--- config.mk ---
export PLATFORM = sky130hd
export DESIGN_NAME = dqls_front
export DESIGN_NICKNAME = d
export VERILOG_FILES = /design/src/design/dqls_pkg.sv /design/src/design/dqls_front.sv
export SDC_FILE = /design/constraint.sdc
export NUM_CORES = 2
export LEC_CHECK = 0
export BUFFER_PORTS_ARGS = -buffer_cell sky130_fd_sc_hd__buf_2
export CAP_MARGIN = 20
export CORE_MARGIN = 10
export CORE_UTILIZATION = 30
export CTS_CLUSTER_SIZE = 12
export DETAILED_ROUTE_END_ITERATION = 16
export PLACE_DENSITY_LB_ADDON = 0.05
export SYNTH_ARGS = -nofsm -noshare
export SYNTH_HDL_FRONTEND = slang
export SYNTH_SLANG_ARGS = --single-unit
--- constraint.sdc ---
create_clock -name clk_i -period 21.9 [get_ports clk_i]
set_input_delay 1.095 -clock clk_i [delete_from_list [all_inputs] [get_ports clk_i]]
set_output_delay 1.095 -clock clk_i [all_outputs]
set_load 0.01 [all_outputs]
--- src/design/dqls_pkg.sv ---
// shared types and constants of the query likelihood scorer
// no dependencies
package dqls_pkg;

  // fraction bits of the score
  localparam int unsigned FRAC_BITS = 16;
  // fraction bits of each base-2 logarithm
  localparam int unsigned LOG_FRAC  = FRAC_BITS + 6;
  // integer part of a logarithm: exponent 0..64
  localparam int unsigned EXP_W     = 7;
  localparam int unsigned LOG_W     = EXP_W + LOG_FRAC;
  // signed log difference
  localparam int unsigned DIFF_W    = LOG_W + 2;
  localparam int unsigned ITER_W    = $clog2(LOG_FRAC);
  // ln 2 in Q24
  localparam int unsigned LN2_W     = 24;
  localparam logic [LN2_W-1:0] LN2_Q24 = 24'd11629080;
  localparam int unsigned RND_SH    = LOG_FRAC + 24 - FRAC_BITS;
  localparam int unsigned PROD_W    = DIFF_W - 1 + LN2_W;
  localparam int unsigned TERM_W    = PROD_W + 1 - RND_SH;
  localparam int unsigned SUM_W     = ((TERM_W > 32) ? TERM_W : 32) + 2;

  // field widths
  localparam int unsigned TF_W   = 24;
  localparam int unsigned CF_W   = 40;
  localparam int unsigned LEN_W  = 24;
  localparam int unsigned MU_W   = 16;
  localparam int unsigned CS_W   = 40;
  localparam int unsigned NUM_W  = 65;
  localparam int unsigned DEN_W  = 25;
  localparam int unsigned SCORE_W = 32;

  localparam logic [MU_W-1:0] MU_RESET = 16'd2500;

  // configuration register indexes
  localparam int unsigned CFG_IDX_W = 2;
  localparam logic [CFG_IDX_W-1:0] REG_MU    = 2'd0;
  localparam logic [CFG_IDX_W-1:0] REG_CSIZE = 2'd1;
  localparam logic [CFG_IDX_W-1:0] REG_GUARD = 2'd2;

  // one prepared term between front and back
  typedef struct packed {
    logic [NUM_W-1:0] num;
    logic [DEN_W-1:0] den;
    logic [CS_W-1:0]  csize;
    logic             last;
  } term_t;

endpackage

--- src/design/dqls_front.sv ---
// front end: accepts a term word and forms the smoothed count tf*C + mu*cf
// depends on dqls_pkg
module dqls_front (
  input  logic                        clk_i,
  input  logic                        rst_ni,
  input  logic                        in_valid_i,
  output logic                        in_ready_o,
  input  logic [dqls_pkg::TF_W-1:0]   term_freq_i,
  input  logic [dqls_pkg::CF_W-1:0]   coll_freq_i,
  input  logic [dqls_pkg::LEN_W-1:0]  passage_length_i,
  input  logic                        last_term_i,
  input  logic [dqls_pkg::MU_W-1:0]   mu_i,
  input  logic [dqls_pkg::CS_W-1:0]   csize_i,
  input  logic                        guard_i,
  output logic                        q_valid_o,
  input  logic                        q_ready_i,
  output dqls_pkg::term_t             q_word_o
);

  typedef enum logic [1:0] {S_IDLE, S_MUL, S_PUSH} state_e;

  state_e                       state_q;
  logic [1:0]                   step_q;
  logic [dqls_pkg::TF_W-1:0]    tf_q;
  logic [dqls_pkg::CF_W-1:0]    cf_q;
  logic [dqls_pkg::CS_W-1:0]    c_q;
  logic [dqls_pkg::MU_W-1:0]    m_q;
  logic [dqls_pkg::DEN_W-1:0]   den_q;
  logic                         last_q;
  logic [dqls_pkg::NUM_W-1:0]   acc_q, acc_d;

  logic [23:0] mul_a;
  logic [19:0] mul_b;
  logic [43:0] prod;
  logic [dqls_pkg::NUM_W-1:0] addend;
  logic [dqls_pkg::MU_W-1:0]  m_eff;

  assign m_eff = (mu_i == '0) ? dqls_pkg::MU_W'(1) : mu_i;

  // shared 24x20 multiplier, four partial products
  always_comb begin
    case (step_q)
      2'd0: begin mul_a = tf_q;          mul_b = c_q[19:0];   end
      2'd1: begin mul_a = tf_q;          mul_b = c_q[39:20];  end
      2'd2: begin mul_a = {8'd0, m_q};   mul_b = cf_q[19:0];  end
      default: begin mul_a = {8'd0, m_q}; mul_b = cf_q[39:20]; end
    endcase
    prod   = mul_a * mul_b;
    addend = step_q[0] ? {1'b0, prod, 20'd0} : {21'd0, prod};
    acc_d  = acc_q + addend;
  end

  assign in_ready_o = (state_q == S_IDLE);
  assign q_valid_o  = (state_q == S_PUSH);
  assign q_word_o   = '{num: acc_q, den: den_q, csize: c_q, last: last_q};

  // sequencer and operand registers
  always_ff @(posedge clk_i or negedge rst_ni) begin
    if (!rst_ni) begin
      state_q <= S_IDLE;
      step_q  <= '0;
      tf_q    <= '0;
      cf_q    <= '0;
      c_q     <= '0;
      m_q     <= '0;
      den_q   <= '0;
      last_q  <= 1'b0;
      acc_q   <= '0;
    end else begin
      case (state_q)
        S_IDLE: begin
          if (in_valid_i) begin
            tf_q <= term_freq_i;
            cf_q <= (guard_i && term_freq_i == '0 && coll_freq_i == '0)
                    ? dqls_pkg::CF_W'(1) : coll_freq_i;
            c_q  <= (csize_i == '0) ? dqls_pkg::CS_W'(1) : csize_i;
            m_q  <= m_eff;
            den_q <= dqls_pkg::DEN_W'(passage_length_i) + dqls_pkg::DEN_W'(m_eff);
            last_q <= last_term_i;
            acc_q  <= '0;
            step_q <= '0;
            state_q <= S_MUL;
          end
        end
        S_MUL: begin
          acc_q  <= acc_d;
          step_q <= step_q + 2'd1;
          if (step_q == 2'd3) state_q <= S_PUSH;
        end
        S_PUSH: begin
          if (q_ready_i) state_q <= S_IDLE;
        end
        default: state_q <= S_IDLE;
      endcase
    end
  end

endmodule

Yosys cells after proc, flatten, opt, wreduce, memory -nomap -nowiden
Index checks and enable logic that the tools add are counted.
{ "totals": {"ff_bits": 215, "inputBits": 150, "out_inout_bits": 133, "word_cells": 48} }
{ "classes": {"addsub": 3, "multipliers": 1, "n_eq_ne": 8, "mux": 14, "reduce_logical": 13} }
{ "ops": {"columns": ["operator", "n"], "rows": [
  ["$pmux W65 S2", 1],
  ["$logic_not A40 Y1", 2],
  ["$mux W40", 2],
  ["$add A65 B64 Y65", 1],
  ["$mux W65", 1],
  ["$mux W64", 1],
  ["$pmux W20 S3", 1],
  ["$mul A24 B20 Y44", 1],
  ["$add A24 B16 Y25", 1],
  ["$logic_not A24 Y1", 1],
  ["$mux W24", 1],
  ["$logic_not A16 Y1", 1],
  ["$mux W16", 1],
  ["$mux W2", 4],
  ["$eq A2 B2 Y1 const B", 3],
  ["$pmux W2 S3", 1],
  ["$eq A2 B1 Y1 const B", 2],
  ["$logic_not A2 Y1", 2],
  ["$ne A2 B2 Y1 const B", 2],
  ["$pmux W2 S2", 1],
  ["$reduce_and A2 Y1", 2],
  ["$reduce_and A3 Y1", 1],
  ["$add A2 B1 Y2 const B", 1],
  ["$logic_and A1 B1 Y1", 2],
  ["other kinds (3)", 3]
]} }

Depth between registers and ports, before layout
{ "logic_depth": {"ltp_word": 7, "depth_mapped": 49, "mapped_depth_nobuf": 42} }

Worst setup path before layout
No wires, ideal clock.
{ "synth_path": {"path_kind": "reg-to-reg", "start": "register step_q[0]", "end": "register acc_q[62] (netlist bit)", "setup_time_ns": 0.133, "arrival_time_ns": 11.092, "t_required_ns": 21.767, "slack_ns": 10.675, "path_stages_with_launch": 43, "path_buffers": 6, "synth_period_minus_slack_ns": 11.225, "cell_sequence": "dfrtp_1 -> inv_1 -> clkbuf_1 -> clkbuf_1 -> ha_1 -> or2_2 -> clkbuf_1 -> clkbuf_1 -> mux2i_1 -> clkbuf_1 -> nor2_1 -> fa_1 -> fa_1 -> inv_1 -> fa_1 -> inv_1 -> fa_1 -> fa_1 -> (+7 left out) -> a41oi_1 -> a31oi_1 -> o41ai_2 -> a31o_2 -> a31oi_1 -> xor2_1 -> mux2i_1 -> ha_1 -> clkbuf_1 -> nand4_1 -> or3_1 -> nor3_1 -> o211ai_1 -> a21o_1 -> o31ai_1 -> a31oi_1 -> xnor2_1 -> o21ai_0"} }
{ "synth_via": {"elab_chain_len": 7, "word_cells_on_any_way": 10, "classes_between": "add/sub (1); mul (1); eq/ne (2); mux (4); reduce/logical (2)"} }
{ "synth_lines": {"columns": ["item", "line_no", "rtl"], "rows": [
  ["from (decl)", "dqls_front.sv:23", "logic [1:0] step_q;"],
  ["from (signal assigned)", "dqls_front.sv:87", "step_q <= step_q + 2'd1;"],
  ["$eq A2 B1 Y1 or $logic_not A2 Y1 (tied branches)", "dqls_front.sv:42", "case (step_q)"],
  ["$reduce_or A2 Y1 (no source line)", null, null],
  ["$mux W24", "dqls_front.sv:42", null],
  ["$mul A24 B20 Y44", "dqls_front.sv:48", "prod = mul_a * mul_b;"],
  ["$mux W64 (*)", "dqls_front.sv:49", "addend = step_q[0] ? {1'b0, prod, 20'd0} : {21'd0, prod};"],
  ["$add A65 B64 Y65 (*)", "dqls_front.sv:50", "acc_d = acc_q + addend;"],
  ["$pmux W65 S2 (*)", "dqls_front.sv:70", "case (state_q)"],
  ["to (signal assigned)", "dqls_front.sv:68", "acc_q <= '0;"],
  ["to (signal assigned)", "dqls_front.sv:80", "acc_q <= '0;"],
  ["to (signal assigned)", "dqls_front.sv:86", "acc_q <= acc_d;"],
  ["to (decl)", "dqls_front.sv:30", "logic [dqls_pkg::NUM_W-1:0] acc_q, acc_d;"]
]} }
Mark *: on every way between the ends. The rest lies on a longest branch, timed or not.
A chain may end at the register's enable or synchronous reset.

Worst setup path in the final report
Same ends and word-level chain as after synthesis.

==> summary.txt <==
Yosys top cell by area = fa_1
CTS HTree Levels = 1
Num CTS Buffers = 27
First-pass GRT wire length = 177.3 mm
Most common cell in the netlist = nand2_1
Top FF cell, synth = dfrtp_1
CP Capture Type = register
Syn Inst Count = 3604
Worst min path class = in2async
DR vias = 25278
Routed Antenna Nets = 0
Worst Setup Path Type = reg2reg
Max Slew Vio Count = 0
Max_cap viols = 0
CP max stage delay = 560 ps
Cell area after synthesis = 29460 µm²
Post-CTS Setup Bufs = 0
Relative slew slack = 31.81%
Largest net degree at the start of global routing = 81
CP Max Fanout = 40
RSZ-0062 raised after global routing = false
Hold_buf cts = 0
Crit share post-route = 56.28%
Final count of hold timing violations = 0
Skew final = 23.65 ps
Setup TNS = 0 ps
Endpoints failing setup = 0
Initial antenna violation count = 19
Clock Path Buffers = 3
Synth Register Bits = 215
Vias in the first global route = 26271
Outcome = finished clean
CTS resizes = 0
Filler cell count = 10386
Vias per cell = 4.954
Synth cell count leaders = nand2_1 (851), inv_1 (483), fa_1 (394)
Die height = 333.4 µm
Top Ports = 283
Final RePlAce weighted congestion = 0.8846
Nets@finish = 4588
CP Launch Type = register
Remaining routing DRC violations = 0
CTS root buffer = clkbuf_16
Final critical-path required period = 12330 ps
FMAX = 0.08113 GHz
Initial Util = 30.33%
Worst Path Arrival = 12760 ps
WL final = 119.1 mm
Number of flops mapped to enable cells by yosys = 0
Synth top area share = 26.77%
Synth Net Count = 4390
Die area = 111100 µm²
Syn avg cell area = 8.175 µm²
Share of cells above drive strength 1 = 11.70%
Synth area leaders = fa_1 (27%), dfrtp_1 (18%), nand2_1 (11%), ha_1 (10%), inv_1 (6.2%)
Register area share after synthesis = 18.26%
Core ar. = 97140 µm²
Asr flop ratio synth = 100.0%
Total grt overflow = 0
Sink Count = 215
Post-DP HPWL = 97.58 mm
CTS tree = done
Overall global routing resource usage = 21.04%
Initial DRT Pass Iterations = 6
Layout area overhead = 13.50%
Die Width = 333.4 µm
FP Rows = 114
Clock latency on the worst-skew pair = 590 ps
Critical Path RT = 22340 ps
Port-buffer cells = 282
Clock-pin slew on the worst setup and hold paths = 60 ps
Yosys Warn Count = 0
Initial DRC count = 1855
WL per Instance = 23.33 µm
Cell variety after synth = 72
Tightest Pin Transition = 994.4 ps
Slowest CP cell = o31ai_1
## cells in the final DEF (no fill, tap or decap), types with 16 or more instances in the layout
master / instances
a21o_1: 60
a21oi_1: 122
a31oi_1: 19
and2_1: 48
buf_2: 281
buf_4: 55
clkbuf_16: 27
dfrtp_1: 215
fa_1: 394
ha_1: 242
inv_1: 483
mux2_2: 21
mux2i_1: 29
nand2_1: 850
nand3_1: 33
nand4_1: 37
nor2_1: 320
nor3_1: 22
nor4_1: 33
o21a_1: 17
o21ai_0: 156
o21bai_1: 18
o31ai_1: 16
xnor2_1: 70
xor2_1: 48
## per-stage QoR
stage          area (µm²)  cells  util [%]  hold WS, ps  setup slack, ps
3_3_place_gp        32350   5048     33.31        459.8             9312
2_1_floorplan       29460   3604         -        445.8            10670
4_1_cts             33410   5097     34.39        464.9             9258
6_report            33440   5103     34.43        452.7             9574
5_1_grt             33430   5101     34.42        483.3             8787
3_5_place_dp        32350   5048     33.31        462.7             9294
## registers in the layout, indices dropped and copies added (netlist names)
| register | flops |
|---|---|
| tf_q | 24 |
| m_q | 16 |
| last_q | 1 |
| step_q | 2 |
| den_q | 25 |
| c_q | 40 |
| cf_q | 40 |
| state_q | 2 |
| acc_q | 65 |
## final timing paths
kind,from,end,slack (ps),cells past startpoint
min reg2reg,cf_q[6],cf_q[6],470,2
max reg2reg,step_q[0],acc_q[62],9570,42
max,step_q[0],acc_q[62],9570,42
min in group clk_i,cf_q[6],cf_q[6],470,2
max in group asynchronous,rst_ni,cf_q[37],20180,2
min,rst_ni,acc_q[50],450,1
## critical path, delay by kind of cell, from the launching register on
kind	cells	cell delay, ps
adder cells (fa/ha/maj)	10	4590
flip-flops	1	370
multiplexers	2	360
AO/OA/AOI/OAI	12	3420
AND/OR/NAND/NOR	5	1380
XOR/XNOR	2	440
buffers and inverters	11	1550
## per-layer routing
layer	up-vias	part of all wire, %	global-route usage, %
met5	-	0.16	0
met4	28	2.8	5.274
met3	150	5.6	3.787
met2	664	44	32.87
met1	12580	47	29.73
li1	11856	-	-
## kinds of logic after synthesis
group                    Yosys count  synth area share, %
adder cells (fa/ha/maj)          636                37.05
buffers and inverters            653                8.336
multiplexers                      59                2.115
AO/OA/AOI/OAI                    509                10.77
XOR/XNOR                         118                3.508
AND/OR/NAND/NOR                 1414                19.97
flip-flops                       215                18.26
## layout make-up
type	count	area, µm²	share of cell area (%)
antenna	5	12.51	0.03742
clock buffer	35	755.7	2.260
clock inverter	14	299.0	0.8943
inverter	484	1817	5.433
multi-input combinational	2736	21720	64.97
sequential	215	5380	16.09
tap	1276	1597	4.774
timing repair buffer	338	1854	5.545
Power is not shown: default switching activity piles up to over one toggle a cycle in this logic, so the estimate is an artifact.
