File: src/design/dqls_pkg.sv
// shared types and constants of the query likelihood scorer
// no dependencies
package dqls_pkg;

  // fraction bits of the score
  localparam int unsigned FRAC_BITS = 16;
  // fraction bits of each base-2 logarithm
  localparam int unsigned LOG_FRAC  = FRAC_BITS + 6;
  // integer part of a logarithm: exponent 0..64
  localparam int unsigned EXP_W     = 7;
  localparam int unsigned LOG_W     = EXP_W + LOG_FRAC;
  // signed log difference
  localparam int unsigned DIFF_W    = LOG_W + 2;
  localparam int unsigned ITER_W    = $clog2(LOG_FRAC);
  // ln 2 in Q24
  localparam int unsigned LN2_W     = 24;
  localparam logic [LN2_W-1:0] LN2_Q24 = 24'd11629080;
  localparam int unsigned RND_SH    = LOG_FRAC + 24 - FRAC_BITS;
  localparam int unsigned PROD_W    = DIFF_W - 1 + LN2_W;
  localparam int unsigned TERM_W    = PROD_W + 1 - RND_SH;
  localparam int unsigned SUM_W     = ((TERM_W > 32) ? TERM_W : 32) + 2;

  // field widths
  localparam int unsigned TF_W   = 24;
  localparam int unsigned CF_W   = 40;
  localparam int unsigned LEN_W  = 24;
  localparam int unsigned MU_W   = 16;
  localparam int unsigned CS_W   = 40;
  localparam int unsigned NUM_W  = 65;
  localparam int unsigned DEN_W  = 25;
  localparam int unsigned SCORE_W = 32;

  localparam logic [MU_W-1:0] MU_RESET = 16'd2500;

  // configuration register indexes
  localparam int unsigned CFG_IDX_W = 2;
  localparam logic [CFG_IDX_W-1:0] REG_MU    = 2'd0;
  localparam logic [CFG_IDX_W-1:0] REG_CSIZE = 2'd1;
  localparam logic [CFG_IDX_W-1:0] REG_GUARD = 2'd2;

  // one prepared term between front and back
  typedef struct packed {
    logic [NUM_W-1:0] num;
    logic [DEN_W-1:0] den;
    logic [CS_W-1:0]  csize;
    logic             last;
  } term_t;

endpackage

File: src/design/dqls_back.sv
// back end: three iterative logarithms, ln 2 scaling, saturated running sum
// depends on dqls_pkg
module dqls_back (
  input  logic                           clk_i,
  input  logic                           rst_ni,
  input  logic                           q_valid_i,
  output logic                           q_ready_o,
  input  dqls_pkg::term_t                q_word_i,
  output logic                           out_valid_o,
  input  logic                           out_ready_i,
  output logic signed [dqls_pkg::SCORE_W-1:0] score_o,
  output logic                           minus_infinity_o,
  output logic                           saturated_o
);

  localparam int unsigned NW = dqls_pkg::NUM_W;
  localparam int unsigned GW = dqls_pkg::LOG_FRAC;

  typedef enum logic [2:0] {
    B_IDLE, B_LOAD, B_NORM, B_SQ, B_LOGD, B_MUL, B_ACC, B_DONE
  } state_e;

  state_e                             state_q;
  dqls_pkg::term_t                    word_q;
  logic [1:0]                         op_q;
  logic [NW-1:0]                      v_q;
  logic [dqls_pkg::EXP_W-1:0]         sh_q;
  logic [31:0]                        m_q;
  logic [GW-1:0]                      frac_q;
  logic [dqls_pkg::ITER_W-1:0]        it_q;
  logic signed [dqls_pkg::DIFF_W-1:0] d_q;
  logic [dqls_pkg::PROD_W-1:0]        prod_q;
  logic signed [31:0]                 run_q;
  logic                               inf_q, sat_q;
  logic                               out_valid_q, out_inf_q, out_sat_q;
  logic signed [31:0]                 out_score_q;

  logic [63:0]                        sq;
  logic [32:0]                        sq_t;
  logic signed [dqls_pkg::DIFF_W-1:0] lg;
  logic [dqls_pkg::DIFF_W-2:0]        mag;
  logic [dqls_pkg::PROD_W:0]          rnd;
  logic [dqls_pkg::TERM_W-1:0]        term;
  logic signed [dqls_pkg::SUM_W-1:0]  sum;
  logic signed [dqls_pkg::SUM_W-1:0]  sum_max, sum_min;
  logic                               emit;

  // squaring step of the log fraction
  always_comb begin
    sq   = m_q * m_q;
    sq_t = sq[63:31];
  end

  // log value of the current operand and the signed difference
  always_comb begin
    lg  = dqls_pkg::DIFF_W'({dqls_pkg::EXP_W'(64) - sh_q, frac_q});
    mag = d_q[dqls_pkg::DIFF_W-1] ? (dqls_pkg::DIFF_W-1)'(-d_q)
                                  : (dqls_pkg::DIFF_W-1)'(d_q);
  end

  // rounding and saturated accumulation
  always_comb begin
    rnd     = {1'b0, prod_q} + ((dqls_pkg::PROD_W+1)'(1) << (dqls_pkg::RND_SH - 1));
    term    = dqls_pkg::TERM_W'(rnd >> dqls_pkg::RND_SH);
    sum_max = dqls_pkg::SUM_W'(32'sh7fffffff);
    sum_min = -sum_max - dqls_pkg::SUM_W'(1);
    if (d_q[dqls_pkg::DIFF_W-1])
      sum = dqls_pkg::SUM_W'(run_q) - $signed({2'b00, term});
    else
      sum = dqls_pkg::SUM_W'(run_q) + $signed({2'b00, term});
  end

  // result word goes out at the end of a last term once the register is free
  assign emit = (state_q == B_DONE) && word_q.last && (!out_valid_q || out_ready_i);

  assign q_ready_o        = (state_q == B_IDLE);
  assign out_valid_o      = out_valid_q;
  assign score_o          = out_score_q;
  assign minus_infinity_o = out_inf_q;
  assign saturated_o      = out_sat_q;

  // sequencer, log unit, accumulator and result register
  always_ff @(posedge clk_i or negedge rst_ni) begin
    if (!rst_ni) begin
      state_q     <= B_IDLE;
      word_q      <= '0;
      op_q        <= '0;
      v_q         <= '0;
      sh_q        <= '0;
      m_q         <= '0;
      frac_q      <= '0;
      it_q        <= '0;
      d_q         <= '0;
      prod_q      <= '0;
      run_q       <= '0;
      inf_q       <= 1'b0;
      sat_q       <= 1'b0;
      out_valid_q <= 1'b0;
      out_inf_q   <= 1'b0;
      out_sat_q   <= 1'b0;
      out_score_q <= '0;
    end else begin
      if (emit) out_valid_q <= 1'b1;
      else if (out_valid_q && out_ready_i) out_valid_q <= 1'b0;
      case (state_q)
        B_IDLE: begin
          if (q_valid_i) begin
            word_q <= q_word_i;
            op_q   <= '0;
            d_q    <= '0;
            if (q_word_i.num == '0) begin
              inf_q   <= 1'b1;
              state_q <= B_DONE;
            end else begin
              state_q <= B_LOAD;
            end
          end
        end
        B_LOAD: begin
          case (op_q)
            2'd0:    v_q <= word_q.num;
            2'd1:    v_q <= NW'(word_q.csize);
            default: v_q <= NW'(word_q.den);
          endcase
          sh_q    <= '0;
          state_q <= B_NORM;
        end
        B_NORM: begin
          if (v_q[NW-1]) begin
            m_q     <= v_q[NW-1:NW-32];
            frac_q  <= '0;
            it_q    <= '0;
            state_q <= B_SQ;
          end else if (v_q[NW-1:NW-8] == '0) begin
            v_q  <= v_q << 8;
            sh_q <= sh_q + dqls_pkg::EXP_W'(8);
          end else begin
            v_q  <= v_q << 1;
            sh_q <= sh_q + dqls_pkg::EXP_W'(1);
          end
        end
        B_SQ: begin
          if (sq_t[32]) begin
            m_q    <= sq_t[32:1];
            frac_q <= {frac_q[GW-2:0], 1'b1};
          end else begin
            m_q    <= sq_t[31:0];
            frac_q <= {frac_q[GW-2:0], 1'b0};
          end
          it_q <= it_q + dqls_pkg::ITER_W'(1);
          if (it_q == dqls_pkg::ITER_W'(GW - 1)) state_q <= B_LOGD;
        end
        B_LOGD: begin
          d_q  <= (op_q == 2'd0) ? d_q + lg : d_q - lg;
          op_q <= op_q + 2'd1;
          state_q <= (op_q == 2'd2) ? B_MUL : B_LOAD;
        end
        B_MUL: begin
          prod_q  <= mag * dqls_pkg::LN2_Q24;
          state_q <= B_ACC;
        end
        B_ACC: begin
          if (sum > sum_max) begin
            run_q <= 32'sh7fffffff;
            sat_q <= 1'b1;
          end else if (sum < sum_min) begin
            run_q <= 32'sh80000000;
            sat_q <= 1'b1;
          end else begin
            run_q <= 32'(sum);
          end
          state_q <= B_DONE;
        end
        B_DONE: begin
          if (!word_q.last) begin
            state_q <= B_IDLE;
          end else if (emit) begin
            out_score_q <= inf_q ? 32'sh80000000 : run_q;
            out_inf_q   <= inf_q;
            out_sat_q   <= sat_q;
            run_q       <= '0;
            inf_q       <= 1'b0;
            sat_q       <= 1'b0;
            state_q     <= B_IDLE;
          end
        end
        default: state_q <= B_IDLE;
      endcase
    end
  end

  // the log unit only squares a normalized mantissa
  a_mant_norm: assert property (@(posedge clk_i) disable iff (!rst_ni)
    (state_q == B_SQ) |-> m_q[31])
    else $error("mantissa not normalized");

  // normalization never runs on a zero operand
  a_norm_nonzero: assert property (@(posedge clk_i) disable iff (!rst_ni)
    (state_q == B_NORM) |-> (v_q != '0))
    else $error("normalizing zero operand");

  // an infinite result always carries the most negative score
  a_inf_score: assert property (@(posedge clk_i) disable iff (!rst_ni)
    (out_valid_q && out_inf_q) |-> (out_score_q == 32'sh80000000))
    else $error("minus infinity with finite score");

  // a new word is taken only with the sequencer idle
  a_take_idle: assert property (@(posedge clk_i) disable iff (!rst_ni)
    (q_valid_i && q_ready_o) |=> (state_q != B_IDLE))
    else $error("word taken without starting work");

endmodule

File: config.mk
export PLATFORM = sky130hd
export DESIGN_NAME = dqls_back
export DESIGN_NICKNAME = d
export VERILOG_FILES = /design/src/design/dqls_pkg.sv /design/src/design/dqls_back.sv
export SDC_FILE = /design/constraint.sdc
export NUM_CORES = 2
export LEC_CHECK = 0
export CAP_MARGIN = 20
export CORE_MARGIN = 2
export CORE_UTILIZATION = 35
export DETAILED_ROUTE_END_ITERATION = 10
export DONT_BUFFER_PORTS = 1
export GPL_ROUTABILITY_DRIVEN = 0
export HOLD_SLACK_MARGIN = 0.1
export SETUP_SLACK_MARGIN = 0.15
export SLEW_MARGIN = 20
export SYNTH_ARGS = -nofsm -noshare
export SYNTH_HDL_FRONTEND = slang
export SYNTH_SLANG_ARGS = --single-unit
File: constraint.sdc
create_clock -name clk_i -period 18.5 [get_ports clk_i]
set_input_delay 1.85 -clock clk_i [delete_from_list [all_inputs] [get_ports clk_i]]
set_output_delay 1.85 -clock clk_i [all_outputs]
set_load 0.02 [all_outputs]
Word level (Yosys, flattened, before mapping)
Index checks and enable logic that the tools add are counted.
- add/sub/neg operators: 11
- $mul: 2
- $lt $le $gt $ge: 2
- equality and inequality tests: 19
- mux-type cells: 46
- reduce and logical (&&, ||, !) cells: 24
- operators by type and width (kind ; count):
    65-bit one-hot mux with 2 select lines ; 2
    32-bit 2-to-1 mux ; 7
    65-bit 2-to-1 mux ; 2
    32-bit one-hot mux with 2 select lines ; 2
    65-bit logical NOT ; 1
    32-bit by 32-bit multiplier with 64-bit output ; 1
    31-bit 2-to-1 mux ; 2
    31-bit one-hot mux with 2 select lines ; 1
    54-bit by 30-bit adder with 55-bit output (second input constant) ; 1
    30-bit by 21-bit multiplier with 51-bit output (second input constant) ; 1
    22-bit one-hot mux with 2 select lines ; 1
    34-bit by 32-bit > comparator with 1-bit output (second input constant) ; 1
    34-bit by 32-bit < comparator with 1-bit output (second input constant) ; 1
    34-bit 2-to-1 mux ; 1
    32-bit by 26-bit adder with 33-bit output ; 1
    32-bit by 26-bit subtractor with 33-bit output ; 1
    31-bit by 30-bit adder with 31-bit output ; 1
    31-bit by 30-bit subtractor with 31-bit output ; 1
    30-bit 2-to-1 mux ; 1
    30-bit negator ; 1
    3-bit one-hot mux with 8 select lines ; 1
    22-bit 2-to-1 mux ; 1
    3-bit 2-to-1 mux ; 7
    7-bit 2-to-1 mux ; 2
    32 further kinds ; 63
- register bits after elaboration: 418
- input port bits: 135
- output and inout bits: 36
- word-level logic and storage cells: 125

Longest topological paths before layout
- depth after elaboration: 7
- mapped depth: 34
- gate-level depth less buffers: 32

Worst setup path after synthesis
No wires, ideal clock.
- kind: reg-to-reg
- from: reg m_q[9]
- to: reg m_q[6]
- setup time: 0.139 ns
- arrival: 8.060 ns
- required time: 18.361 ns
- slack: 10.300 ns
- cell stages (with the launch flop): 29
- buffers on the path: 4
- cell sequence: dfrtp_1 -> clkbuf_1 -> clkbuf_1 -> and2_1 -> ha_1 -> a31o_2 -> fa_1 -> fa_1 -> inv_1 -> fa_1 -> inv_1 -> fa_1 -> fa_1 -> fa_1 -> inv_1 -> fa_1 -> inv_1 -> ha_1 -> nand2_1 -> or3_1 -> a211o_1 -> o2111a_1 -> nor3_1 -> o21ba_2 -> a211o_1 -> clkbuf_1 -> clkbuf_1 -> mux2i_1 -> o221ai_1
- cells in the longest elaborated chain, start to end: 3
- ends and longest elaborated chain (element ; line ; RTL):
    start: declaration ; dqls_back.sv:28 ; logic [31:0] m_q;
    start signal: assignment ; dqls_back.sv:130 ; m_q <= v_q[NW-1:NW-32];
    start signal: assignment ; dqls_back.sv:144 ; m_q <= sq_t[32:1];
    start signal: assignment ; dqls_back.sv:147 ; m_q <= sq_t[31:0];
    32-bit by 32-bit multiplier with 64-bit output ; dqls_back.sv:50 ; sq = m_q * m_q;
    32-bit 2-to-1 mux ; dqls_back.sv:143 ; if (sq_t[32]) begin
    32-bit one-hot mux with 2 select lines ; dqls_back.sv:105 ; case (state_q)
No other way between the ends.
A chain may end at the register's enable or synchronous reset.

Worst setup path in the final report
- from: reg m_q[6]
- to: reg m_q[18]
The elaborated chain is that of the path after synthesis.

==> flow_summary.toml <==
[route]
wl_mm = 167
final_antenna_net_count = 0
vias = 44300
via_per_inst = 5.09
avgRoutedWirePerCell_um = 19.1
drc = 0
drt-pass1-iter-count = 7
drtIter0Drc = 2940

[worst_setup_path]
crit_path_start_kind = "flop"
worstPathRequired_ns = 19.07
worstPathArrival_ns = 10.58
cp_max_fo = 19
critPathMaxStageDelay_ns = 0.92
cpMostUsedCell = "fa_1"
endpoint_kind = "flop"
slowest_stage = "a21boi_0"
crit_type = "flop to flop"

[sta]
final-hold-violation-count = 0
slew_headroom = 0.210
timing.fmax_ghz = 0.0998
period_needed_ns = 10.02
tightest_slew_ns = 1.17
drv_slew = 0
skew_ns = 0.0497
tns_ns = 0
fin_ws_ns = 8.48
rsz0062_at_grt = "no"
fin_crit_sh = 0.542
setup_viol_count_final = 0

[logic_synthesis]
synth_seq_cells = 392
synth_compound_area_frac = 0.102
synthSimpleGateAreaFrac = 0.112
ys_seq_area_frac = 0.161
netlist_top_cells_count = "inv_1 (1352), fa_1 (970), ha_1 (632), nand2_1 (608), dfrtp_1 (392)"
synth_area_per_cell_um2 = 9.41
synth_top_area_frac = 0.318
synth_top_family_by_area = "adder cells"
synth.largest_area_cell = "fa_1"
syn_nets = 8223
synth.distinct_cells = 91
synth_edf_count = 0
netlist_instances = 6486
ys_top_cells_by_area = "fa_1 (32%), dfrtp_1 (16%), ha_1 (13%), inv_1 (8.3%), nand2_1 (3.7%)"
synthArstFlopShare = 1.00
synth.most_common_cell = "inv_1"
synthAdderAreaFrac = 0.448
synthFlopType = "dfrtp_1"
syn_area_um2 = 61000
ys_warn_count = 0
yosys-mux-area-fraction = 0.0341
synth-xor-area-share = 0.0434

[layout]
multi_input_area_um2 = 45200
area_growth_pct = 6.75
final_nets = 8078
drive_gt1_frac = 0.0555
fill_cells = 17300
post-route-util = 0.375
seqCellArea_um2 = 9810

[die]
die_w_um = 422
rows = 153
coreArea_um2 = 174000
die_area_um2 = 178000
die_h_um = 422
ios = 171
initial_utilization = 0.351

[placed_design]
portBuffers = 0
hpwl_mm = 131
dpl_worst_slack_ns = 8.62

[global_route]
gr-total-overflow = 0
grt_use_total = 0.189
grt_pass1_wl_mm = 267
grt_pass1_vias = 47100
grt_max_degree = 393
grt_antenna_before_repair = 16

[cts]
clkTransAtPathRegs_ns = 0.07
cts_sinks = 392
clockBufferDepth = 3
postCtsSetupBuffers = 0
cts_made_buffers = 45
cts_resized = 0
cts_hold_buf = 0
cts_tree = "yes"
cts_root_buf = "clkbuf_16"
h-tree-depth = 2
clk_latency_ns = 0.63

[status]
outcome = "complete, no violations"

[hold_path]
min_path_type = "flop to flop"

[job]
cap_violations = 0
layout by cell type (no fill, tap or decap), types with 46 or more instances in the layout:
| cell | instances |
|---|---|
| inv_1 | 1352 |
| fa_1 | 970 |
| ha_1 | 631 |
| nand2_1 | 608 |
| dfrtp_1 | 389 |
| a21oi_1 | 251 |
| and2_1 | 246 |
| nor2_1 | 229 |
| o21ai_0 | 197 |
| xnor2_1 | 162 |
| mux2_2 | 140 |
| xor2_1 | 128 |
| a21o_1 | 94 |
| buf_4 | 73 |
| nand3_1 | 60 |
| nand2b_1 | 55 |
| a22oi_1 | 54 |
| a31oi_1 | 52 |
| mux2i_1 | 49 |
| a221o_1 | 46 |
final timing paths:
| path | depth (start not counted) | slack [ns] | from | end |
|---|---|---|---|---|
| min reg2reg | 2 | 0.50 | sat_q$_DFFE_PN0P_ | sat_q$_DFFE_PN0P_ |
| max | 28 | 8.48 | m_q[6]$_DFFE_PN0P_ | m_q[18]$_DFFE_PN0P_ |
| max in group asynchronous | 2 | 15.55 | rst_ni | m_q[7]$_DFFE_PN0P_ |
| min | 2 | 0.50 | sat_q$_DFFE_PN0P_ | sat_q$_DFFE_PN0P_ |
| min in group asynchronous | 0 | 0.94 | rst_ni | prod_q[51]$_DFFE_PN0P_ |
| max reg2reg | 28 | 8.48 | m_q[6]$_DFFE_PN0P_ | m_q[18]$_DFFE_PN0P_ |
registers in the layout (all words and copies together), names as in the netlist:
signal and count:
d_q 31, frac_q 22, inf_q 1, it_q 5
m_q 32, minus_infinity_o 1, op_q 2, out_valid_o 1
prod_q 25, run_q 32, sat_q 1, saturated_o 1
score_o 32, sh_q 7, state_q 3, v_q 65
word_q 131
metal layers:
metal,vias to the layer above,share of wire,track usage
met5,-,0.00055,0
met4,14,0.032,0.0556
met3,260,0.065,0.0284
met2,1312,0.46,0.309
met1,22400,0.44,0.260
li1,20300,-,-
critical path: cells and delay by family, from the launching register on:
kind | cells | cell delay [ns]
and+or+nand+nor | 4 | 0.61
adders and majority gates | 9 | 4.56
buffers and inverters | 7 | 1.16
DFF | 1 | 0.74
muxes | 1 | 0.26
AOI/OAI and AO/OA | 7 | 2.60
cell type report:
type                            count  area share
Multi-Input combinational cell   4468       0.693
Tap cell                         2325      0.0447
Timing Repair Buffer               77     0.00974
Clock inverter                     18     0.00423
Antenna cell                        7    0.000269
Sequential cell                   392       0.151
Clock buffer                       62      0.0190
Inverter                         1357      0.0782
cell families after synthesis:
kind of cell / count (synthesis)
multiplexers: 190
adder cells (fa/ha/maj): 1603
flip-flops: 392
AO/OA/AOI/OAI: 956
buffers and inverters: 1626
AND/OR/NAND/NOR: 1424
XOR/XNOR: 295
stage by stage:
| step | hold slack, ns | instance area [um^2] | instances |
|---|---|---|---|
| 2_1_floorplan | 0.439 | 61000 | 6486 |
| 3_3_place_gp | 0.475 | 63500 | 8614 |
| 3_5_place_dp | 0.476 | 63500 | 8615 |
| 4_1_cts | 0.493 | 65000 | 8695 |
| 5_1_grt | 0.519 | 65100 | 8703 |
| 6_report | 0.502 | 65100 | 8706 |
Power is left out: the tool's default activity adds up to more than one toggle a clock period on the data nets, which glitch-free logic cannot reach.
