===== src/design/dqls_pkg.sv =====
// shared types and constants of the query likelihood scorer
// no dependencies
package dqls_pkg;

  // fraction bits of the score
  localparam int unsigned FRAC_BITS = 16;
  // fraction bits of each base-2 logarithm
  localparam int unsigned LOG_FRAC  = FRAC_BITS + 6;
  // integer part of a logarithm: exponent 0..64
  localparam int unsigned EXP_W     = 7;
  localparam int unsigned LOG_W     = EXP_W + LOG_FRAC;
  // signed log difference
  localparam int unsigned DIFF_W    = LOG_W + 2;
  localparam int unsigned ITER_W    = $clog2(LOG_FRAC);
  // ln 2 in Q24
  localparam int unsigned LN2_W     = 24;
  localparam logic [LN2_W-1:0] LN2_Q24 = 24'd11629080;
  localparam int unsigned RND_SH    = LOG_FRAC + 24 - FRAC_BITS;
  localparam int unsigned PROD_W    = DIFF_W - 1 + LN2_W;
  localparam int unsigned TERM_W    = PROD_W + 1 - RND_SH;
  localparam int unsigned SUM_W     = ((TERM_W > 32) ? TERM_W : 32) + 2;

  // field widths
  localparam int unsigned TF_W   = 24;
  localparam int unsigned CF_W   = 40;
  localparam int unsigned LEN_W  = 24;
  localparam int unsigned MU_W   = 16;
  localparam int unsigned CS_W   = 40;
  localparam int unsigned NUM_W  = 65;
  localparam int unsigned DEN_W  = 25;
  localparam int unsigned SCORE_W = 32;

  localparam logic [MU_W-1:0] MU_RESET = 16'd2500;

  // configuration register indexes
  localparam int unsigned CFG_IDX_W = 2;
  localparam logic [CFG_IDX_W-1:0] REG_MU    = 2'd0;
  localparam logic [CFG_IDX_W-1:0] REG_CSIZE = 2'd1;
  localparam logic [CFG_IDX_W-1:0] REG_GUARD = 2'd2;

  // one prepared term between front and back
  typedef struct packed {
    logic [NUM_W-1:0] num;
    logic [DEN_W-1:0] den;
    logic [CS_W-1:0]  csize;
    logic             last;
  } term_t;

endpackage


===== src/design/dqls_queue.sv =====
// two-entry queue of prepared term words between front and back
// depends on dqls_pkg
module dqls_queue (
  input  logic            clk_i,
  input  logic            rst_ni,
  input  logic            wr_valid_i,
  output logic            wr_ready_o,
  input  dqls_pkg::term_t wr_word_i,
  output logic            rd_valid_o,
  input  logic            rd_ready_i,
  output dqls_pkg::term_t rd_word_o
);

  dqls_pkg::term_t mem_q [2];
  logic       wr_ptr_q, rd_ptr_q;
  logic [1:0] count_q;
  logic       push, pop;

  assign wr_ready_o = (count_q != 2'd2);
  assign rd_valid_o = (count_q != 2'd0);
  assign rd_word_o  = mem_q[rd_ptr_q];
  assign push = wr_valid_i && wr_ready_o;
  assign pop  = rd_valid_o && rd_ready_i;

  // storage
  always_ff @(posedge clk_i) begin
    if (push) mem_q[wr_ptr_q] <= wr_word_i;
  end

  // pointers and fill count
  always_ff @(posedge clk_i or negedge rst_ni) begin
    if (!rst_ni) begin
      wr_ptr_q <= 1'b0;
      rd_ptr_q <= 1'b0;
      count_q  <= '0;
    end else begin
      if (push) wr_ptr_q <= ~wr_ptr_q;
      if (pop)  rd_ptr_q <= ~rd_ptr_q;
      if (push && !pop)      count_q <= count_q + 2'd1;
      else if (pop && !push) count_q <= count_q - 2'd1;
    end
  end

endmodule


===== config.mk =====
export PLATFORM = sky130hd
export DESIGN_NAME = dqls_queue
export DESIGN_NICKNAME = d
export VERILOG_FILES = /design/src/design/dqls_pkg.sv /design/src/design/dqls_queue.sv
export SDC_FILE = /design/constraint.sdc
export NUM_CORES = 1
export LEC_CHECK = 0
export BUFFER_PORTS_ARGS = -buffer_cell sky130_fd_sc_hd__buf_2
export CORE_UTILIZATION = 40
export CTS_CLUSTER_DIAMETER = 100
export DETAILED_ROUTE_END_ITERATION = 8
export GPL_ROUTABILITY_DRIVEN = 0
export PLACE_DENSITY = 0.67
export SETUP_SLACK_MARGIN = 0.5
export SYNTH_ARGS = -nofsm -noshare
export SYNTH_HDL_FRONTEND = slang
export SYNTH_SLANG_ARGS = --single-unit

===== constraint.sdc =====
create_clock -name clk_i -period 8.1 [get_ports clk_i]
set_input_delay 0.81 -clock clk_i [delete_from_list [all_inputs] [get_ports clk_i]]
set_output_delay 0.81 -clock clk_i [all_outputs]
set_load 0.02 [all_outputs]

* After elaboration in Yosys (flattened, before gate mapping)
Memory sizes are Yosys's and may differ from the RTL's.
Index checks and enable logic that the tools add are counted.
** Cells by class
- Reductions and logical operators :: 8
- Multiplexer cells :: 4
- Equal/unequal tests :: 1
- Bitwise operators :: 2
- Add/sub/neg operators :: 2
** Operators with widths (number)
- 1-bit logical AND :: 4
- 2-bit two-way mux :: 2
- 2-bit nonzero test :: 2
- 2-bit by 1-bit adder with 2-bit output (second input constant) :: 1
- 1-bit logical NOT :: 2
- 1-bit two-way mux :: 2
- 2-bit != test (second input constant) :: 1
- 1-bit inverter :: 2
- 2-bit by 1-bit subtractor with 2-bit output (second input constant) :: 1
** Storage, ports and cells
- Memories :: 1
- Register bits after elaboration :: 4
- Output and inout port bits :: 133
- Bits in writable memories :: 262
- Input bits :: 135
** Memory list
- mem_q :: depth 2, width 131, read ports 1, clocked after memory_dff 0, write ports 1, RTL line dqls_queue.sv:14 : dqls_pkg::term_t mem_q [2];

* Longest topological paths before layout
Gate-level depths: netlist (run 1).
- Word-level depth :: 6
- Gate-level depth with buffers :: 7
- Mapped depth without buffers :: 7

* Least setup slack after synthesis (run 1)
Ideal clock, no wire load.
- Path kind :: input -> register
- Start point :: input wr_valid_i
- End point :: memory mem_q[0][0] in the netlist's numbering, enable pin
- Slack :: 1.128 ns
- Data arrival time :: 6.349 ns
- Setup time :: 0.623 ns
- Stages :: 2
- Path buffers :: 0
- Cell sequence :: nand2_1 -> nor2_1
** Between the ends
- Cells in the longest elaborated chain, start to end :: 3
** Ends and longest elaborated chain
- from (decl) :: RTL line dqls_queue.sv:6 : input logic wr_valid_i,
- 1-bit logical AND :: RTL line dqls_queue.sv:22 : assign push = wr_valid_i && wr_ready_o;
- 1-bit two-way mux :: RTL line dqls_queue.sv:27 : if (push) mem_q[wr_ptr_q] <= wr_word_i;
- 1-bit two-way mux (implied by the code) :: RTL line dqls_queue.sv:27
- to (decl) :: RTL line dqls_queue.sv:14
No other way between the ends.

==> metrics.txt, run 1 <==
Worst Path Required about 7.3 ns; WHS approximately 0.09 ns; drt initial violations between 150 and 200; Final Routed Wirelength about 18 mm; Post-Synthesis Cells roughly 430; row count 57; Multi-input gate area between 0.0015 and 0.002 mm2; I/O Pins ~270; Max VDD drop 0.2371 mV; H-tree levels 1; post-detail-place hpwl 12.30 mm; mean post-synth cell area between 20 and 25 um2; Worst Path Arrival 2.86 ns; die area between 0.02 and 0.03 mm2; max frequency 272.2 MHz; met3 usage under 10%; Worst-Skew Late Latency 0.53 ns; Least-Margin Pin Slew about 0.96 ns; first-pass GRT wire length approximately 28 mm; Num CTS Buffers 28; Syn Std Cell Area 0.009978 mm2; Top Usage Layer GRT met2; Final Cell Area 0.01245 mm2; crit-path max FO 55; Detail Route Antenna Nets 0; Leakage just under 0.005 uW; fillers roughly 2000; DR pass1 iterations 6; fin. max-slew vios 0; crit start category flip-flop; Avg WL per Cell 17.37 um; syn_nets ~560; Relative slew margins 35.94%; vias per std cell 4.624; Final Core Density approximately half; most common cell after layout, fill and taps aside buf_2; drt drc 0; CTS Hold Bufs 0; share of cells above drive strength 1 59.81%; placed cell areas between 0.01 and 0.015 mm2; Global Route met1 Usage 17.32%; GRT Residual Overflow 0; cell type with the highest aggregate area in the netlist edfxtp_1; die height about 160 um; Final Non-Filler Cells between 1000 and 1500; CTS Sinks 266; via count between 4000 and 5000; #FFs+latches synth approximately 270; synth warn 0; I/O Buffers approximately 270; critical path's top delay family buffers and inverters; CTS root buffer clkbuf_16; area of the core between 0.02 and 0.025 mm2; Tmin final between 3 and 4 ns; Buf/Inv on CP 2; MaxCap Viol Count 0; Overall Global Routing Usage 13.96%; vias in the first global route about 5200; commonest non-fill, non-tap cells in the layout buf_2, edfxtp_1, mux2_4; count of final hold-check violations 0; CP endpoint kind primary output; Worst Clk Skew 0.008983 ns; Clock Pin Slew Worst Setup and Hold Paths around 0.06 ns; WS Path Type reg -> out; post-CTS sizing 0; Setup violations, final 0; outcome completed; Layout Nets approximately 850; crit-path cells buf_4 > mux2_2 > buf_2; met2 Use GR a little under a quarter; setup repair bufs after CTS 0; Initial Util 40.91%; setup TNS 0 ns; FF/Latch Area about 0.0080 mm2; dpl cells 1007; Netlist cell types 16; final worst-path cycle share ~45%; largest net degree at the start of global routing 72; initial antenna violation count 3; Hold Crit Class in -> async; top cell type's share of synthesized area roughly four fifths; RSZ-0062 raised after global routing no; Slowest-stage cell, CP dfrtp_4; Pwr Density between 300 and 400 mW/mm2; clock buffer depth 3; CTS tree built; Die W approximately 160 um; crit-path max cell delay 0.90 ns; ranking of synthesized cells by area edfxtp_1, mux2_4, mux2_2; Syn-to-layout area delta 24.80%; share of the yosys chip area belonging to registers 79.85%
==> through the flow <==
stage / setup WS, ns / power (uW)
2_1_floorplan: 1.128 / 3246
3_3_place_gp: 4.979 / 3605
4_1_cts: 4.362 / 4782
6_report: 4.426 / 4712
3_5_place_dp: 4.934 / 3650
5_1_grt: 4.283 / 4925
==> cells by family after synthesis <==
| family | Yosys count | share of synthesized area [%] |
|---|---|---|
| DFF | 266 | 79.85 |
| xor gates and xnor gates | 5 | 0.4390 |
| muxes | 131 | 17.79 |
| buffers and inverters | 16 | 1.454 |
| and+or+nand+nor | 7 | 0.3387 |
| adders and majority gates | 1 | 0.1254 |
==> power breakdown <==
group	total (uW)	internal, uW	switching [uW]
Clock	1120	644	478
Sequential	2020	1890	128
Combinational	1570	672	900
Total	4710	3200	1510
==> routing by layer <==
| metal | wire length (um) | share of wire (%) |
|---|---|---|
| met1 | 7488 | 41 |
| met3 | 1659 | 9.0 |
| met4 | 371 | 2.0 |
| met5 | 28 | 0.15 |
| met2 | 8859 | 48 |
==> final timing paths <==
check | startpoint | to | slack, ns | cells after the start
worst max-delay path | rd_ptr_q | rd_word_o[21] | 4.43 | 3
worst min-delay path | rst_ni | wr_ptr_q | 0.09 | 1
worst max register to register | count_q[0] | mem_q[1][22] | 5.40 | 3
worst min register to register | count_q[1] | count_q[1] | 0.50 | 1
max in group asynchronous | rst_ni | rd_ptr_q | 7.86 | 1
min in group clk_i | wr_word_i[26] | mem_q[1][26] | 0.47 | 1
==> state kept, by name, indices dropped and copies added (netlist names) <==
| register | count |
|---|---|
| count_q | 2 |
| rd_ptr_q | 1 |
| mem_q | 262 |
| wr_ptr_q | 1 |
==> cell usage after synthesis <==
master and instances:
and3_1 1, buf_2 5, buf_6 9, buf_8 1, dfrtp_1 4, edfxtp_1 262
ha_1 1, inv_1 1, mux2_2 51, mux2_4 80, nand2_1 2, nand2b_1 1
nor2_1 2, or2_2 1, xnor2_1 3, xor2_1 2
==> area by class of cell <==
cell class | instances | share of cell area (%)
sequential | 266 | 64.01
antenna | 2 | 0.04019
timing repair buffer | 272 | 11.03
multi-input combinational | 144 | 15.08
clock buffer | 33 | 5.948
inverter | 1 | 0.03014
clock inverter | 18 | 0.6028
tap | 324 | 3.255
==> worst register-to-register path: stages (launching register included) <==
cell and delay, ns:
dfrtp_1 0.40, nand2b_1 0.17, and3_4 0.79, buf_4 0.88
Note: power is estimated with default switching activity, not from simulation.
==> run 2: changes to the inputs <==
- clock period: 8.1 -> 3.7 ns (I/O delays scaled with it)
==> metrics.txt, run 2 (synthesized netlist as in run 1, its figures left out) <==
die height 159.9 um; vias per std cell between 4 and 5; Relative slew margins a little over half; Final Non-Filler Cells 1058; Max VDD drop between 0.4 and 0.5 mV; GRT Residual Overflow 0; via count between 4000 and 5000; RSZ-0062 raised after global routing no; placed cell areas approximately 0.012 mm2; Final Cell Area 0.01252 mm2; Layout Nets 849; drt drc 0; die area approximately 0.026 mm2; Setup violations, final 0; CTS root buffer clkbuf_16; drt initial violations between 150 and 200; Reg-to-Reg Start count_q[0]; max frequency about 380 MHz; Num CTS Buffers 27; DR pass1 iterations 4; I/O Pins ~270; crit-path cells buf_12 > mux2_2 > buf_2; Slowest-stage cell, CP dfrtp_4; H-tree levels 1; Avg WL per Cell about 17 um; post-detail-place hpwl about 12 mm; WS Path Type reg -> out; Multi-input gate area between 0.0015 and 0.002 mm2; CTS Sinks around 270; Worst Path Arrival roughly 2.3 ns; count of final hold-check violations 0; Worst Clk Skew approximately 0.0083 ns; worst hold start wr_word_i[7]; MaxCap Viol Count 0; crit-path max cell delay roughly 0.7 ns; crit-path max FO 60; Pwr Density ~830 mW/mm2; outcome completed; max reg flops roughly 260; Worst Path Required around 3.3 ns; clock buffer depth 3; final worst-path cycle share 71.13%; initial antenna violation count 3; CP startpoint rd_ptr_q; area of the core around 0.024 mm2; Initial Util between 40% and 50%; Syn-to-layout area delta 25.51%; largest net degree at the start of global routing 123; Worst-Skew Late Latency 0.51 ns; Clock Pin Slew Worst Setup and Hold Paths approximately 0.06 ns; Final Core Density around 50%; Leakage 0.004886 uW; commonest non-fill, non-tap cells in the layout buf_2, edfxtp_1, mux2_4; CP endpoint kind primary output; Least-Margin Pin Slew roughly 0.71 ns; Tmin final around 2.6 ns; WHS between 0.04 and 0.05 ns; dpl cells 1007; share of cells above drive strength 1 60.85%; Top reg by flops mem_q; biggest registers after layout mem_q: 262 flops, count_q: 2 flops; CTS tree built; Overall Global Routing Usage approximately 14%; crit start category flip-flop; setup repair bufs after CTS 0; vias in the first global route around 5300; setup TNS 0 ns; I/O Buffers 267; row count 57; most common cell after layout, fill and taps aside buf_2; Detail Route Antenna Nets 0; fin. max-slew vios 0; Die W around 160 um; fillers 2000; FF/Latch Area between 0.007 and 0.008 mm2; Final Routed Wirelength about 18 mm; Hold Crit Class in -> reg; first-pass GRT wire length approximately 28 mm
==> run 2: cell count changes in the layout (fill, tap and decap cells not counted), sizes merged <==
cell | before | now
clkbuf | 33 | 31
clkinv | 18 | 14
bufinv | 0 | 2
clkinvlp | 0 | 2
diode | 2 | 1
dlygate4sd3 | 0 | 1
==> run 2: what timing repair did <==
item                                   4_1_cts  5_1_grt
endpoints found under the hold margin        4        0
resized for setup                            0        0
hold buffers                                 1        0
==> run 2: critical path: cells and delay by family (launching register included) <==
kind | cells | cell delay (ns)
buf+inv | 2 | 0.57
flops | 1 | 0.70
mux | 1 | 0.39
==> run 2: report_power, final <==
part	leakage [uW]	total [uW]	switching, uW	internal [uW]
Combinational	0.00200	3540	2030	1510
Clock	0.000407	2510	1040	1470
Sequential	0.00248	4350	225	4120
==> run 2: path summary, 6_finish.rpt <==
check	slack (ns)	endpoint	depth (start not counted)
max	1.07	rd_word_o[123]	3
min reg2reg	0.48	count_q[1]	1
min	0.04	mem_q[1][7]	1
max in group asynchronous	3.34	rd_ptr_q	2
min in group asynchronous	0.21	rd_ptr_q	2
max reg2reg	1.62	mem_q[0][109]	4
==> run 2: layout make-up <==
type,count,area share [%]
antenna,1,0.01998
clock buffer,31,5.515
clock inverter,18,1.099
inverter,1,0.02997
multi-input combinational,144,15.00
sequential,266,63.65
tap,324,3.237
timing repair buffer,273,11.45
==> run 2: routing by layer <==
metal / vias to the layer above / share of wire (%) / GRT usage, %
met3: 31 / 9.3 / 4.935
met2: 204 / 49 / 24.27
met4: 2 / 1.5 / 3.766
li1: 2267 / - / -
met5: - / 0.071 / 0
met1: 2398 / 40 / 16.49
==> run 2: stage by stage <==
stage / worst slack [ns] / total power, uW
6_report: 1.068 / 10410
4_1_cts: 1.044 / 10560
3_3_place_gp: 1.632 / 7915
3_5_place_dp: 1.602 / 8024
2_1_floorplan: 0.5038 / 7023
5_1_grt: 0.9752 / 10890
==> run 3: changes to the inputs <==
- clock period: 3.7 -> 2.5 ns (I/O delays scaled with it)
==> metrics.txt, run 3 (synthesized netlist as in run 1, its figures left out) <==
Final WS setup around 0.38 ns; final worst-path cycle share 84.72%; die height 159.9 um; max reg flops 262; Worst-Skew Late Latency ~0.53 ns; RSZ-0062 raised after global routing yes; first-pass GRT wire length 31.99 mm; Clock Pin Slew Worst Setup and Hold Paths 0.06 ns; crit start category flip-flop; Hold Crit Class in -> reg; WS Path Type reg -> out; Die W between 150 and 200 um; Final Cell Area 0.01450 mm2; Worst Clk Skew around 0.016 ns; FF/Latch Area 0.007971 mm2; row count 57; CTS root buffer clkbuf_16; drt initial violations 205; placed cell areas roughly 0.012 mm2; drt drc 0; Layout Nets about 1000; crit-path max FO 24; Tmin final between 2 and 2.5 ns; Worst Path Arrival 1.87 ns; DR pass1 iterations 4; Overall Global Routing Usage between 10% and 20%; Max VDD drop between 0.6 and 0.7 mV; Detail Route Antenna Nets 0; Pwr Density 1169 mW/mm2; Comb power frac 38.8%; post-detail-place hpwl between 10 and 15 mm; MaxCap Viol Count 0; setup TNS 0 ns; largest net degree at the start of global routing 81; fin. max-slew vios 0; Top reg by flops mem_q; Initial Util 40.91%; Least-Margin Pin Slew between 0.4 and 0.5 ns; most common cell after layout, fill and taps aside edfxtp_1; clock buffer depth 3; vias in the first global route 6105; initial antenna violation count 1; CTS tree built; Final Non-Filler Cells roughly 1200; Relative slew margins about two thirds; I/O Pins roughly 270; share of cells above drive strength 1 52.55%; CTS Sinks between 200 and 300; Clk pwr share about a quarter; H-tree levels 1; Leakage about 0.0057 uW; commonest non-fill, non-tap cells in the layout edfxtp_1, buf_2, dlygate4sd3_1; fillers 1777; Setup violations, final 0; dpl cells between 1000 and 1500; die area 0.02558 mm2; vias per std cell between 4 and 5; Net Sw Frac a little under a third; Psw between 5000 and 6000 uW; Final Routed Wirelength around 21 mm; count of final hold-check violations 0; outcome completed; GRT Residual Overflow 0; Int Power about 12000 uW; via count 5557; I/O Buffers 267; CP endpoint kind primary output; Syn-to-layout area delta 45.32%; Num CTS Buffers 28; Reg-to-Reg Start count_q[0]; CP startpoint rd_ptr_q; worst hold start wr_valid_i; Multi-input gate area 0.001901 mm2; dpl ws between 0.6 and 0.7 ns; Avg WL per Cell ~17 um; max frequency 472.1 MHz; sequential power share a little under two fifths; Worst Path Required about 2.3 ns; area of the core roughly 0.024 mm2; Tot Pwr 16950 uW; biggest registers after layout mem_q: 262 flops, count_q: 2 flops
## run 3: changes by cell type in the layout (fill, tap and decap cells not counted), sizes merged
cell         change
clkinv           -3
clkinvlp         -2
dlygate4sd3    +132
clkbuf           +6
bufinv           +1
buf             +16
## run 3: final timing paths
| kind | to | slack [ns] | depth (start not counted) |
|---|---|---|---|
| worst max-delay path | rd_word_o[64] | 0.38 | 4 |
| worst min-delay path | wr_ptr_q | 0.04 | 3 |
| worst max register to register | mem_q[1][40] | 0.67 | 3 |
| worst min register to register | count_q[0] | 0.54 | 1 |
| max in group asynchronous | rd_ptr_q | 2.30 | 2 |
| min in group asynchronous | count_q[0] | 0.06 | 2 |
## run 3: through the flow
step	hold WS [ns]	utilization, %
global placement	0.05573	48.39
finish	0.04079	59.45
floorplan	-0.04559	-
detailed placement	0.06281	48.39
global route	0.03945	59.45
CTS	0.01793	59.23
## run 3: worst max-delay path, stage by stage (launching register included)
cell,delay [ns]
dfrtp_4,0.51
buf_12,0.17
buf_12,0.18
mux2_4,0.32
buf_2,0.17
## run 3: layer usage
metal | global-route usage, % | part of all wire, %
met5 | 0 | 0
met4 | 5.281 | 2.6
met3 | 3.740 | 6.3
met2 | 27.91 | 51
met1 | 19.01 | 40
## run 3: power groups by stage
stage	combinational (uW)	sequential (uW)	clock (uW)
4_1_cts	6550	6370	4090
2_1_floorplan	4000	6410	0
6_report	6580	6360	4000
3_3_place_gp	5380	6520	0
5_1_grt	6930	6450	4260
3_5_place_dp	5480	6570	0
## run 3: final cells by class
cell class	instances	share of cell area, %
clock buffers	36	5.186
diodes	1	0.01726
multi-input cells	144	13.11
well taps	324	2.796
repair buffers	422	22.94
flip-flops and latches	266	54.97
inverters	1	0.02589
clock inverters	14	0.9578
## run 3: what timing repair did
item | 4_1_cts | 5_1_grt
gates resized for setup | 103 | 9
endpoints found under the hold margin | 267 | 0
buffers inserted | 7 | 0
cloned | 0 | 1
pin swaps | 0 | 0
hold buffers | 133 | 0
setup endpoints to repair | 131 | 128
